**src/assert_macros.svh**
```systemverilog
// assertion helpers shared by the rtl files
`ifndef ASSERT_MACROS_SVH
`define ASSERT_MACROS_SVH

// concurrent check on clk, idle while rst_n is low
`define ASSERT_CLK(label, prop, msg) \
  label: assert property (@(posedge clk) disable iff (!rst_n) (prop)) else $error(msg);

// concurrent check on clk that also holds during reset
`define ASSERT_ALWAYS(label, prop, msg) \
  label: assert property (@(posedge clk) (prop)) else $error(msg);

`endif

```
**src/b64d_pkg.sv**
```systemverilog
// ----------------------------------------------------------------------------
// b64d_pkg
// shared types, constants and the alphabet lookup of the base64 decoder
// ----------------------------------------------------------------------------
`default_nettype none

package b64d_pkg;

  localparam int unsigned SYM_W    = 8;
  localparam int unsigned SEXTET_W = 7;
  localparam int unsigned BYTE_W   = 8;
  localparam int unsigned QUEUE_D  = 4;
  localparam int unsigned CNT_W    = 3;

  localparam logic [SEXTET_W-1:0] SEXTET_BAD   = 7'd64;
  localparam logic [SEXTET_W-1:0] SEXTET_PLUS  = 7'd62;
  localparam logic [SEXTET_W-1:0] SEXTET_SLASH = 7'd63;
  localparam logic [SEXTET_W-1:0] SEXTET_DIGIT = 7'd52;
  localparam logic [SEXTET_W-1:0] SEXTET_LOWER = 7'd26;

  localparam logic [1:0] QUAD_LAST = 2'd3;

  // one decoded result
  typedef struct packed {
    logic [BYTE_W-1:0] byte_out;
    logic              last_byte;
    logic              length_error;
  } res_t;

  // results produced by one accepted symbol
  typedef struct packed {
    logic [1:0]      cnt;
    res_t [2:0]      item;
  } push_t;

  // standard alphabet, anything else maps to the invalid marker
  function automatic logic [SEXTET_W-1:0] sextet_of(input logic [SYM_W-1:0] s);
    logic [SYM_W-1:0] d;
    d = '0;
    if (s inside {[8'h41:8'h5A]}) begin
      d = s - 8'h41;
      return d[SEXTET_W-1:0];
    end else if (s inside {[8'h61:8'h7A]}) begin
      d = s - 8'h61;
      return d[SEXTET_W-1:0] + SEXTET_LOWER;
    end else if (s inside {[8'h30:8'h39]}) begin
      d = s - 8'h30;
      return d[SEXTET_W-1:0] + SEXTET_DIGIT;
    end else if (s == 8'h2B) begin
      return SEXTET_PLUS;
    end else if (s == 8'h2F) begin
      return SEXTET_SLASH;
    end
    return SEXTET_BAD;
  endfunction

endpackage

`default_nettype wire

```
**src/b64d_outq.sv**
```systemverilog
// ----------------------------------------------------------------------------
// b64d_outq
// small shifting result queue, takes up to three results per cycle
// ----------------------------------------------------------------------------
`default_nettype none

module b64d_outq (
  input  wire logic                    clk,
  input  wire logic                    rst_n,
  input  wire b64d_pkg::push_t         push,
  output      logic [b64d_pkg::CNT_W-1:0] level,
  output      logic                    out_valid,
  input  wire logic                    out_ready,
  output      b64d_pkg::res_t          out_item
);
  import b64d_pkg::*;

  `include "assert_macros.svh"

  res_t             q_r   [QUEUE_D];
  res_t             q_nxt [QUEUE_D];
  res_t             q_shift [QUEUE_D];
  logic [CNT_W-1:0] cnt_r, cnt_nxt;
  logic [CNT_W-1:0] base;
  logic [CNT_W-1:0] j;
  logic             pop;

  assign pop       = out_valid & out_ready;
  assign out_valid = (cnt_r != '0);
  assign out_item  = q_r[0];
  assign level     = cnt_r;

  always_comb begin
    base    = cnt_r - CNT_W'(pop);
    cnt_nxt = base + CNT_W'(push.cnt);
    j       = '0;
    for (int i = 0; i < QUEUE_D; i++) begin
      if (pop && i < QUEUE_D - 1) begin
        q_shift[i] = q_r[i+1];
      end else begin
        q_shift[i] = q_r[i];
      end
    end
    for (int i = 0; i < QUEUE_D; i++) begin
      q_nxt[i] = q_shift[i];
      if (CNT_W'(i) >= base) begin
        j = CNT_W'(i) - base;
        if (j < CNT_W'(push.cnt)) begin
          case (j[1:0])
            2'd1:    q_nxt[i] = push.item[1];
            2'd2:    q_nxt[i] = push.item[2];
            default: q_nxt[i] = push.item[0];
          endcase
        end
      end
    end
  end

  always_ff @(posedge clk) begin
    if (!rst_n) begin
      cnt_r <= '0;
    end else begin
      cnt_r <= cnt_nxt;
    end
    q_r <= q_nxt;
  end

  `ASSERT_CLK(a_cnt_bound, cnt_r <= CNT_W'(QUEUE_D), "queue count beyond depth")
  `ASSERT_CLK(a_no_overflow,
    ({1'b0, cnt_r} - {3'b0, pop} + {2'b0, push.cnt}) <= 4'(QUEUE_D),
    "queue overflow")
  `ASSERT_CLK(a_shift, (pop && cnt_r > 3'd1) |=> (out_item == $past(q_r[1])),
    "queue head not advanced")

endmodule

`default_nettype wire

```
**src/base64_stream_decoder.sv**
```systemverilog
// ----------------------------------------------------------------------------
// base64_stream_decoder
// streaming base64 decoder, one character in per transaction, bytes out
// ----------------------------------------------------------------------------
// queueing: the bytes of a quad are written to the result queue at the edge
//   that accepts its fourth character and are presented from the queue register
// throughput: one character per cycle while in_tready is high; results leave
//   one per cycle while out_tready is high; the four-entry queue sets in_tready
// reset: synchronous active-low rst_n clears the quad position, the held
//   sextets and the result queue; no clearing pass, usable right after reset
`default_nettype none

module base64_stream_decoder (
  input  wire logic       clk,
  input  wire logic       rst_n,
  // input channel
  input  wire logic       in_tvalid,
  output      logic       in_tready,
  input  wire logic [7:0] in_tdata,   // [7:0] symbol
  input  wire logic       in_tlast,   // final_symbol
  // result channel
  output      logic       out_tvalid,
  input  wire logic       out_tready,
  output      logic [7:0] out_tdata,  // [7:0] byte_out
  output      logic       out_tlast,  // last_byte
  output      logic       out_tuser   // [0] length_error
);
  import b64d_pkg::*;

  `include "assert_macros.svh"

  // quad state: position and the first three sextets of the quad
  logic [1:0]          pos_r, pos_nxt;
  logic [SEXTET_W-1:0] held_r   [3];
  logic [SEXTET_W-1:0] held_nxt [3];

  logic                in_acc;
  logic [SEXTET_W-1:0] v;
  logic [SEXTET_W-1:0] a, b, c;
  logic [BYTE_W-1:0]   b0, b1, b2;
  logic                pad_c, pad_d;
  logic [1:0]          n;
  push_t               push;
  logic [CNT_W-1:0]    level;
  res_t                out_item;

  assign in_acc = in_tvalid & in_tready;
  assign v      = sextet_of(in_tdata);
  assign a      = held_r[0];
  assign b      = held_r[1];
  assign c      = held_r[2];

  // a closing character can push three results, others at most one
  assign in_tready = (pos_r == QUAD_LAST) ? (level <= 3'd1) : (level <= 3'd3);

  // byte assembly, sextets cut to eight bits as they combine
  assign pad_c = in_tlast && (c == SEXTET_BAD);
  assign pad_d = in_tlast && (v == SEXTET_BAD);
  assign b0    = {a[5:0], 2'b00} | {5'b0, b[6:4]};
  assign b1    = pad_c ? {b[3:0], 4'b0000} : ({b[3:0], 4'b0000} | {3'b0, c[6:2]});
  assign b2    = pad_d ? {c[1:0], 6'b0} : ({c[1:0], 6'b0} | {1'b0, v});
  assign n     = 2'd3 - 2'(pad_c) - 2'(pad_d);

  always_comb begin
    pos_nxt  = pos_r;
    held_nxt = held_r;
    push     = '0;
    if (in_acc) begin
      if (pos_r != QUAD_LAST) begin
        held_nxt[pos_r] = v;
        pos_nxt         = pos_r + 2'd1;
        if (in_tlast) begin
          // message ended inside a quad: single error result
          push.cnt                     = 2'd1;
          push.item[0].byte_out        = '0;
          push.item[0].last_byte       = 1'b1;
          push.item[0].length_error    = 1'b1;
          pos_nxt                      = '0;
          held_nxt                     = '{default: '0};
        end
      end else begin
        pos_nxt                   = '0;
        push.cnt                  = n;
        push.item[0].byte_out     = b0;
        push.item[0].last_byte    = in_tlast && (n == 2'd1);
        push.item[1].byte_out     = b1;
        push.item[1].last_byte    = in_tlast && (n == 2'd2);
        push.item[2].byte_out     = b2;
        push.item[2].last_byte    = in_tlast;
        if (in_tlast) begin
          held_nxt = '{default: '0};
        end
      end
    end
  end

  always_ff @(posedge clk) begin
    if (!rst_n) begin
      pos_r  <= '0;
      held_r <= '{default: '0};
    end else begin
      pos_r  <= pos_nxt;
      held_r <= held_nxt;
    end
  end

  b64d_outq u_outq (
    .clk       (clk),
    .rst_n     (rst_n),
    .push      (push),
    .level     (level),
    .out_valid (out_tvalid),
    .out_ready (out_tready),
    .out_item  (out_item)
  );

  assign out_tdata = out_item.byte_out;
  assign out_tlast = out_item.last_byte;
  assign out_tuser = out_item.length_error;

  // a final character always restarts the quad
  `ASSERT_CLK(a_final_restart, (in_acc && in_tlast) |=> (pos_r == 2'd0),
    "quad position not cleared after final character")
  // an error result carries a zero byte and closes the message
  `ASSERT_CLK(a_err_shape, (out_tvalid && out_tuser) |-> (out_tlast && out_tdata == 8'd0),
    "malformed length error result")
  // a closing character leaves at least its own results queued
  `ASSERT_CLK(a_quad_pushed, (in_acc && pos_r == QUAD_LAST) |=> (level >= 3'd1),
    "closing character produced no results")

endmodule

`default_nettype wire
```
**config.mk**
```make
export PLATFORM = sky130hd
export DESIGN_NAME = base64_stream_decoder
export DESIGN_NICKNAME = d
export VERILOG_FILES = /design/src/b64d_pkg.sv /design/src/b64d_outq.sv /design/src/base64_stream_decoder.sv
export VERILOG_INCLUDE_DIRS = /design/src /design/src/src
export SDC_FILE = /design/constraint.sdc
export NUM_CORES = 1
export LEC_CHECK = 0
export BUFFER_PORTS_ARGS = -buffer_cell sky130_fd_sc_hd__buf_2
export CAP_MARGIN = 25
export CORE_MARGIN = 10
export CORE_UTILIZATION = 50
export DETAILED_ROUTE_END_ITERATION = 8
export GPL_ROUTABILITY_DRIVEN = 0
export PLACE_DENSITY = 0.67
export SLEW_MARGIN = 20
export SYNTH_ARGS = -nofsm -noshare
export SYNTH_HDL_FRONTEND = slang
export SYNTH_HIERARCHICAL = 1
export SYNTH_SLANG_ARGS = --single-unit
```
**constraint.sdc**
```tcl
create_clock -name clk -period 4.5 [get_ports clk]
set_input_delay 0.45 -clock clk [delete_from_list [all_inputs] [get_ports clk]]
set_output_delay 0.45 -clock clk [all_outputs]
set_load 0.03 [all_outputs]
```
==> run_results.csv, run 1 <==
group,metric,value,unit
logic_synthesis,yosys-top-cells-count,"mux2i_1 (60), dfxtp_1 (55), a21oi_1 (49), nor2_1 (49), a22oi_1 (34)",
floorplanning,rows,35,
sta,setup_violations,0,
clock_network,path_clk_slew,0.07,ns
clock_network,clock_sinks,65,
min_path,min_from,"b[3]",
detailed_routing,drtPass1Iterations,5,
detailed_routing,drt_iter0_drc,283,
logic_synthesis,synth_area_leader_cell,"dfxtp_1",
sta,max_freq,0.242,GHz
grt,grtUsageTotal,16.9,%
cells_and_area,nets,587,
floorplanning,die-height,116,um
sta,setup-tns-final,0,ns
clock_network,cts_resized,0,
critical_path,r2r-end,"u_outq/q_r[21]",
clock_network,cts_tree,"yes",
cells_and_area,area_growth,8.25,%
sta,slew_viol_final,0,
run,cap_violations,0,
detailed_routing,wl_per_cell,17.2,um
power,leakage,2.22,nW
grt,grt_pass1_vias,3719,
logic_synthesis,async_reset_ff_share,0,%
logic_synthesis,synth-seq-cells,65,
clock_network,numCtsBuffers,9,
grt,grt_antenna_before_repair,0,
logic_synthesis,synth_cells,528,
cells_and_area,diodes,0,
sta,tightest_slew,1.08,ns
sta,rsz0062_at_grt,"no",
grt,grt_first_pass_wirelength,18500,um
cells_and_area,drive_gt1_share,13.5,%
critical_path,critPathMaxFanout,20,
clock_network,cts_buffer_depth,2,
logic_synthesis,syn_area,4660,um^2
logic_synthesis,synth_seq_area_share,30.1,%
clock_network,cts_hold_buf,0,
logic_synthesis,syn_area_per_cell,8.82,um^2
logic_synthesis,ys_dominant_reg_cell,"dfxtp_1",
critical_path,rr_worst_depth,10,
sta,fin_crit_sh,92.0,%
power,total_power,0.00390,W
floorplanning,ios,25,
logic_synthesis,synth-edff-count,10,
clock_network,insertion_delay,0.34,ns
place,placed_area,4800,um^2
min_path,hp-class,"flop to flop",
critical_path,worstSetupPathType,"input port to flop",
sta,skew,0.00988,ns
cells_and_area,final_cell_area,5040,um^2
critical_path,endpoint_kind,"flop",
sta,finalHoldViolCount,0,
floorplanning,start_util,50.9,%
clock_network,cts_root_buffer,"clkbuf_8",
critical_path,cp.required,4.70,ns
detailed_routing,vias,3868,
logic_synthesis,ys_warn_count,6,
floorplanning,core,9150,um^2
sta,period_minus_slack,4.14,ns
critical_path,r2r_slack,0.92,ns
critical_path,arrival,4.34,ns
critical_path,critPathLaunchType,"input port",
min_path,whs_path_depth,2,
logic_synthesis,synth_top_area_share,23.6,%
sta,maxSlewHeadroom,27.7,%
sta,hold_slack,0.463,ns
floorplanning,die_w,116,um
detailed_routing,viasPerCell,5.87,
grt,overflow,0,
logic_synthesis,yosysMostFrequentCell,"mux2i_1",
power,power_density,775,nW/um^2
detailed_routing,drt_wl_total,11300,um
floorplanning,dieArea,13600,um^2
power,peakVddDrop,0.000439,V
logic_synthesis,synth.distinct_cells,65,
clock_network,h-tree-depth,3,
detailed_routing,drcViolationCount,0,
logic_synthesis,synth.area.top_cells,"dfxtp_1 (24%), mux2i_1 (13%), ha_1 (8.1%)",
critical_path,r2r_start,"c[3]",
place,io_buffers,24,
grt,grt_start_max_net_pins,42,
min_path,hold_end,"b[3]",
detailed_routing,ant_nets,0,
run_status,run_status,"completed",
place,dp.final_hpwl,8310,um
clock_network,post_cts_buffers,0,
[placed cells by master (no fill, tap or decap), drive strengths merged, types with 7 or more instances in the layout]
master  count
and2       21
nand2b     10
nor2       50
clkbuf     10
nor3       15
a22o       10
a21oi      50
ha         30
conb        8
nand3       7
nand2      25
mux2i      60
nor2b      19
dfxtp      55
a22oi      34
inv        22
a21boi      7
edfxtp     10
a211oi     10
buf        35
[how the worst max path moves through the flow]
stage	end	cells after the start	slack [ns]	startpoint
CTS	u_outq/q_r[21]	18	0.38	in_tdata[2]
detailed placement	u_outq/q_r[27]	18	0.07	in_tdata[2]
global route	u_outq/q_r[26]	18	0.06	in_tdata[2]
finish	u_outq/q_r[21]	18	0.36	in_tdata[2]
global placement	u_outq/q_r[25]	18	0.18	in_tdata[2]
floorplan	u_outq/q_r[0]	14	0.39	in_tdata[2]
[per-stage QoR]
| stage | util, % | setup slack, ns | std cells |
|---|---|---|---|
| after CTS | 55.1 | 0.384 | 659 |
| after floorplan | - | 0.392 | 535 |
| after global routing | 55.1 | 0.0626 | 659 |
| after global placement | 52.4 | 0.184 | 643 |
| final | 55.1 | 0.360 | 659 |
| after detailed placement | 52.4 | 0.0714 | 643 |
[cell families after synthesis]
| logic type | share of synthesized area [%] |
|---|---|
| simple gates | 18.5 |
| mux | 12.9 |
| fa+ha+maj | 8.49 |
| other cells | 0.0805 |
| buf+inv | 6.56 |
| flops | 30.1 |
| compound gates | 21.9 |
| xor+xnor | 1.48 |
[layer usage]
metal | GRT usage, % | vias to the layer above | wire [um] | share of wire (%)
met2 | 26.9 | 119 | 5190 | 46
met1 | 22.2 | 1823 | 5420 | 48
li1 | - | 1915 | - | -
met4 | 5.50 | 0 | 118 | 1.0
met3 | 3.34 | 11 | 584 | 5.2
met5 | 0 | - | 0 | 0
[registers in the layout, indices dropped and copies added, names as in the netlist]
signal / cells
a: 6
u_outq/level: 3
u_outq/out_item: 10
c: 7
b: 7
u_outq/q_r: 30
pos_r: 2
[layout make-up]
class / count / area (um^2)
fillers: 826 / 4110
multi-input cells: 411 / 2980
flip-flops and latches: 65 / 1400
repair buffers: 35 / 203
well taps: 111 / 139
clock buffers: 10 / 128
clock inverters: 6 / 115
inverters: 21 / 78.8
[worst max-delay path, cell delays in order]
cell	delay, ns
buf_2	0.16
inv_1	0.12
ha_1	0.29
a21o_1	0.23
o311a_1	0.19
or3_1	0.46
o221ai_1	0.22
a21o_2	0.23
nand2_1	0.07
nor3_1	0.25
ha_1	0.29
o22ai_1	0.24
ha_1	0.21
inv_1	0.07
a2111o_1	0.36
buf_4	0.22
a211oi_2	0.21
a21oi_1	0.07
[power by group]
part	internal [W]	leakage (nW)	switching (W)	total, W
Sequential	0.000872	0.547	0.0000872	0.000959
Combinational	0.000861	1.56	0.00147	0.00233
Clock	0.000371	0.117	0.000242	0.000614
Total	0.00210	2.22	0.00180	0.00390
(Power assumes the default switching activity.)
==> run 2, diff against run 1 <==
- SYNTH_HIERARCHICAL: 1 -> not set
==> run_results.csv, run 2 <==
group,metric,value,unit
sta,period_minus_slack,4.20,ns
logic_synthesis,synth_top_area_share,25.0,%
clock_network,numCtsBuffers,9,
cells_and_area,fin_util,56.8,%
min_path,hold_end,"pos_r[1]",
clock_network,cts_root_buffer,"clkbuf_8",
run,cap_violations,0,
power,leakage,1.98,nW
cells_and_area,nets,572,
min_path,whs_path_depth,4,
logic_synthesis,syn_nets,556,
logic_synthesis,synth_seq_area_share,31.9,%
logic_synthesis,async_reset_ff_share,0,%
logic_synthesis,yosysMostFrequentCell,"dfxtp_1",
clock_network,h-tree-depth,3,
floorplanning,ios,25,
critical_path,crit_chain,"buf_2 > inv_1 > ha_1 > a21o_1 > a311o_1 > or3_1 > a211oi_1 > a221oi_2 > nand2_1 > nor4_4 > ha_1 > o22ai_1 > ha_1 > inv_1 > a211oi_2 > o21ai_0 > o32ai_1 > o41a_1",
floorplanning,die-height,114,um
cells_and_area,drive_gt1_share,14.9,%
detailed_routing,drcViolationCount,0,
critical_path,r2r-end,"u_outq.out_item[6]",
logic_synthesis,synth_cells,510,
clock_network,cts_tree,"yes",
critical_path,arrival,4.48,ns
sta,setup-tns-final,0,ns
grt,grtUsageTotal,18.0,%
cells_and_area,layout_commonest_cell,"dfxtp_1",
detailed_routing,drt_wl_total,11800,um
sta,max_freq,0.238,GHz
detailed_routing,drtPass1Iterations,4,
power,power_density,817,nW/um^2
cells_and_area,regMostFlops,"u_outq.q_r",
logic_synthesis,ys_warn_count,0,
logic_synthesis,synth_area_leader_cell,"dfxtp_1",
grt,grt_first_pass_wirelength,19300,um
cells_and_area,area_growth,11.5,%
logic_synthesis,synth-edff-count,10,
detailed_routing,viasPerCell,6.32,
critical_path,endpoint_kind,"flop",
sta,maxSlewHeadroom,43.2,%
sta,skew,0.0128,ns
sta,tightest_slew,0.850,ns
min_path,hp-class,"input port to flop",
sta,fin_crit_sh,93.2,%
sta,slew_viol_final,0,
cells_and_area,final_cell_area,4900,um^2
sta,finalHoldViolCount,0,
critical_path,slowest_delay,0.43,ns
cells_and_area,largest_register_ff_count,30,
power,peakVddDrop,0.000454,V
logic_synthesis,syn_area_per_cell,8.62,um^2
critical_path,worstSetupPathType,"input port to flop",
critical_path,cp.required,4.79,ns
logic_synthesis,syn_area,4400,um^2
critical_path,slowest_stage,"a211oi_1",
logic_synthesis,synth.area.top_cells,"dfxtp_1 (25%), ha_1 (9.1%), edfxtp_1 (6.8%)",
logic_synthesis,ys_dominant_reg_cell,"dfxtp_1",
critical_path,critPathLaunchType,"input port",
grt,grt_start_max_net_pins,31,
grt,grt_antenna_before_repair,0,
detailed_routing,drt_iter0_drc,370,
clock_network,clock_sinks,65,
floorplanning,start_util,50.9,%
floorplanning,rows,34,
clock_network,insertion_delay,0.35,ns
critical_path,rr_worst_depth,15,
floorplanning,dieArea,12900,um^2
min_path,min_from,"in_tvalid",
place,placed_area,4600,um^2
place,io_buffers,24,
grt,overflow,0,
sta,setup_violations,0,
logic_synthesis,yosys-top-cells-count,"dfxtp_1 (55), nand2_1 (43), a21oi_1 (33), ha_1 (32), nor2_1 (28)",
sta,hold_slack,0.462,ns
grt,grt_pass1_vias,3842,
detailed_routing,ant_nets,0,
critical_path,critPathMaxFanout,6,
cells_and_area,final_cell_mix,"dfxtp_1 (55), nand2_1 (43), a21oi_1 (33)",
critical_path,r2r_start,"u_outq.level[2]",
critical_path,r2r_slack,0.56,ns
cells_and_area,diodes,0,
place,dp.final_hpwl,8470,um
clock_network,cts_buffer_depth,2,
detailed_routing,wl_per_cell,18.4,um
run_status,run_status,"completed",
floorplanning,die_w,114,um
sta,rsz0062_at_grt,"no",
cells_and_area,nFillCells,788,
floorplanning,core,8640,um^2
critical_path,cpMostUsedCell,"ha_1",
logic_synthesis,synth.distinct_cells,67,
detailed_routing,vias,4041,
logic_synthesis,synth-seq-cells,65,
clock_network,path_clk_slew,0.07,ns
## run 2: cell count changes in the layout (fill, tap and decap cells not counted), moves of 8 or more
cell | previous run | this run
a21oi_1 | 49 | 33
a22oi_1 | 34 | 25
and2_1 | 21 | 10
buf_4 | 11 | 23
conb_1 | 8 | 0
mux2i_1 | 60 | 19
nand2_1 | 24 | 43
nor2_1 | 49 | 28
o21ai_0 | 5 | 18
o22ai_1 | 1 | 14
## run 2: cells by family (layout without fill, tap and decap cells)
kind of cell	Yosys count	count (layout)	synth area share, %
buffers and inverters	61	82	6.40
AOI/OAI and AO/OA	164	164	27.2
DFF	65	65	31.9
adders and majority gates	33	33	9.56
muxes	19	19	4.33
xor gates and xnor gates	9	9	1.79
and+or+nand+nor	159	159	18.8
## run 2: critical path, delay by kind of cell
kind,cells,cell delay [ns]
buf+inv,3,0.29
fa+ha+maj,3,0.83
simple gates,3,0.53
compound gates,9,2.39
## run 2: how the worst max path moves through the flow
stage | start | endpoint | slack [ns] | depth (start not counted)
after floorplan | in_tdata[2] | u_outq.out_item[0] | 0.16 | 16
after global placement | in_tdata[2] | u_outq.out_item[7] | -0.04 | 18
after detailed placement | in_tdata[2] | u_outq.out_item[5] | -0.16 | 18
after CTS | in_tdata[2] | u_outq.q_r[28] | 0.19 | 18
after global routing | in_tdata[2] | u_outq.q_r[28] | 0.03 | 19
final | in_tdata[2] | u_outq.q_r[28] | 0.30 | 18
## run 2: routing by layer
metal | part of all wire (%) | track usage [%] | vias up
met3 | 7.9 | 3.78 | 18
li1 | - | - | 1917
met4 | 1.4 | 6.68 | 0
met5 | 0 | 0 | -
met1 | 45 | 23.9 | 1917
met2 | 46 | 28.0 | 189
## run 2: cell type report
cell class	instances	area, um^2	share of cell area, %
Clock buffer	10	138	2.81
Clock inverter	6	113	2.30
Timing Repair Buffer	47	293	5.97
Inverter	19	71.3	1.46
Multi-Input combinational cell	384	2750	56.1
Sequential cell	65	1400	28.6
Tap cell	108	135	2.76
## run 2: report_power, final
group          switching (W)  total, W  internal [W]  leakage, nW
logic                0.00159   0.00249      0.000900         1.31
registers          0.0000794  0.000887      0.000807        0.547
clock network       0.000244  0.000629      0.000385        0.123
total                0.00191   0.00400       0.00209         1.98
## run 2: what timing repair did
item | CTS | global route
resized for setup | 0 | 4
hold buffers | 0 | 0
setup endpoints to repair | 0 | 24
hold endpoints to repair | 0 | 0
buffers inserted | 0 | 3
## run 2: through the flow
| step | cells | power, W | worst slack (ns) |
|---|---|---|---|
| final | 639 | 0.00400 | 0.305 |
| after detailed placement | 620 | 0.00328 | -0.162 |
| after global placement | 620 | 0.00324 | -0.0355 |
| after global routing | 639 | 0.00429 | 0.0334 |
| after CTS | 636 | 0.00391 | 0.186 |
| after floorplan | 510 | 0.00266 | 0.165 |
==> run 3, diff against run 2 <==
- BUFFER_PORTS_ARGS: -buffer_cell sky130_fd_sc_hd__buf_2 -> -buffer_cell sky130_fd_sc_hd__buf_4
==> run_results.csv, run 3 (same netlist as run 2, synthesis figures left out) <==
group,metric,value,unit
run_status,run_status,"completed",
critical_path,cp.required,4.73,ns
cells_and_area,final_cell_area,4900,um^2
sta,setup_violations,0,
critical_path,endpoint_kind,"flop",
critical_path,crit_path_start,"in_tdata[2]",
sta,setup-tns-final,0,ns
floorplanning,ios,25,
critical_path,arrival,4.36,ns
critical_path,r2r_slack,0.52,ns
cells_and_area,regMostFlops,"u_outq.q_r",
run,cap_violations,0,
min_path,hp-class,"input port to flop",
clock_network,post_cts_buffers,0,
floorplanning,die-height,114,um
clock_network,clock_sinks,65,
detailed_routing,viasPerCell,6.17,
cells_and_area,drive_gt1_share,14.5,%
sta,tightest_slew,0.856,ns
critical_path,rr_worst_depth,15,
sta,rsz0062_at_grt,"no",
clock_network,cts_buffer_depth,2,
critical_path,worst-path-stages,20,
critical_path,crit_path_end,"u_outq.out_item[8]",
power,leakage,1.98,nW
sta,period_minus_slack,4.13,ns
detailed_routing,wl_per_cell,18.1,um
power,power_density,796,nW/um^2
detailed_routing,vias,3939,
clock_network,cts_resized,0,
grt,grtUsageTotal,17.7,%
floorplanning,dieArea,12900,um^2
critical_path,critPathLaunchType,"input port",
cells_and_area,nets,571,
floorplanning,rows,34,
grt,grt_antenna_before_repair,0,
floorplanning,core,8640,um^2
detailed_routing,drtPass1Iterations,4,
grt,overflow,0,
critical_path,critPathMaxFanout,18,
critical_path,r2r-end,"u_outq.out_item[8]",
cells_and_area,nFillCells,799,
detailed_routing,ant_nets,0,
floorplanning,die_w,114,um
floorplanning,start_util,50.9,%
cells_and_area,layout_commonest_cell,"dfxtp_1",
grt,grt_pass1_vias,3857,
grt,grt_first_pass_wirelength,19200,um
place,io_buffers,24,
critical_path,worstSetupPathType,"input port to flop",
critical_path,crit_chain,"buf_4 > inv_1 > ha_1 > buf_4 > nor2b_1 > a2bb2oi_2 > o22a_2 > nand3_1 > a221oi_2 > nand2_1 > nor4_2 > ha_1 > o22ai_1 > ha_1 > inv_1 > a2111oi_2 > buf_4 > o21ai_0 > o21ai_0 > o21ai_1",
place,dp.final_hpwl,8540,um
sta,skew,0.00865,ns
sta,max_freq,0.242,GHz
sta,maxSlewHeadroom,42.8,%
grt,grt_start_max_net_pins,31,
detailed_routing,drt_iter0_drc,283,
clock_network,h-tree-depth,3,
cells_and_area,multi_input_area,2730,um^2
cells_and_area,largest_register_ff_count,30,
sta,finalHoldViolCount,0,
critical_path,path_buf_inv,5,
detailed_routing,drcViolationCount,0,
cells_and_area,fin_util,56.8,%
critical_path,cp_top_family,"compound AO/OA/AOI/OAI gates",
critical_path,slowest_delay,0.38,ns
clock_network,insertion_delay,0.35,ns
sta,slew_viol_final,0,
clock_network,numCtsBuffers,9,
clock_network,cts_tree,"yes",
clock_network,path_clk_slew,0.07,ns
cells_and_area,area_growth,11.5,%
clock_network,cts_hold_buf,0,
clock_network,cts_root_buffer,"clkbuf_8",
critical_path,r2r_start,"u_outq.level[2]",
cells_and_area,final_cell_mix,"dfxtp_1 (55), buf_4 (46), nand2_1 (43)",
cells_and_area,register_area,1400,um^2
place,placed_area,4680,um^2
critical_path,slowest_stage,"a2111oi_2",
place,place_inst,622,
cells_and_area,instances_no_fill,638,
cells_and_area,diodes,0,
sta,fin_crit_sh,91.8,%
power,peakVddDrop,0.000423,V
detailed_routing,drt_wl_total,11600,um
==> run 3: per-stage QoR <==
| step | power, W | hold WS, ns | setup slack (ns) |
|---|---|---|---|
| 6_report | 0.00390 | 0.457 | 0.369 |
| 5_1_grt | 0.00421 | 0.484 | 0.0473 |
| 4_1_cts | 0.00388 | 0.451 | 0.204 |
| 3_5_place_dp | 0.00333 | 0.463 | -0.114 |
| 3_3_place_gp | 0.00329 | 0.457 | 0.0258 |
| 2_1_floorplan | 0.00266 | 0.444 | 0.165 |
==> run 3: worst register-to-register path, stage by stage, from the launching register on <==
cell	delay, ns
dfxtp_1	0.34
or3_1	0.43
nand2_1	0.11
inv_1	0.18
ha_1	0.26
ha_1	0.47
inv_1	0.18
ha_1	0.31
buf_4	0.25
clkinv_1	0.13
ha_1	0.32
a2111oi_2	0.33
buf_4	0.28
o21ai_0	0.11
o21ai_0	0.09
o21ai_1	0.08
==> run 3: how the worst min path moves through the flow <==
stage / start / to / slack (ns) / cells past startpoint
finish: in_tvalid / pos_r[1] / 0.46 / 4
detailed placement: b[6] / b[6] / 0.46 / 2
global route: rst_n / pos_r[0] / 0.48 / 2
CTS: in_tvalid / pos_r[1] / 0.45 / 4
global placement: b[6] / b[6] / 0.46 / 2
floorplan: b[6] / b[6] / 0.44 / 2
==> run 3: power breakdown <==
group          switching [W]  leakage [nW]  internal [W]  total (W)
clock network       0.000227         0.113      0.000316   0.000543
logic                0.00157          1.32      0.000902    0.00247
registers          0.0000828         0.547      0.000808   0.000891
==> run 3: layer usage <==
metal / global-route usage, % / vias to the layer above / part of all wire, %
li1: - / 1900 / -
met5: 0 / - / 0
met3: 4.88 / 21 / 7.0
met1: 22.9 / 1885 / 46
met2: 27.9 / 133 / 46
met4: 5.76 / 0 / 1.6
==> run 3: area by class of cell <==
class | count | share of cell area, %
Sequential cell | 65 | 28.6
Clock inverter | 2 | 0.715
Multi-Input combinational cell | 384 | 55.7
Tap cell | 108 | 2.76
Inverter | 19 | 1.46
Clock buffer | 14 | 3.73
Timing Repair Buffer | 46 | 7.05
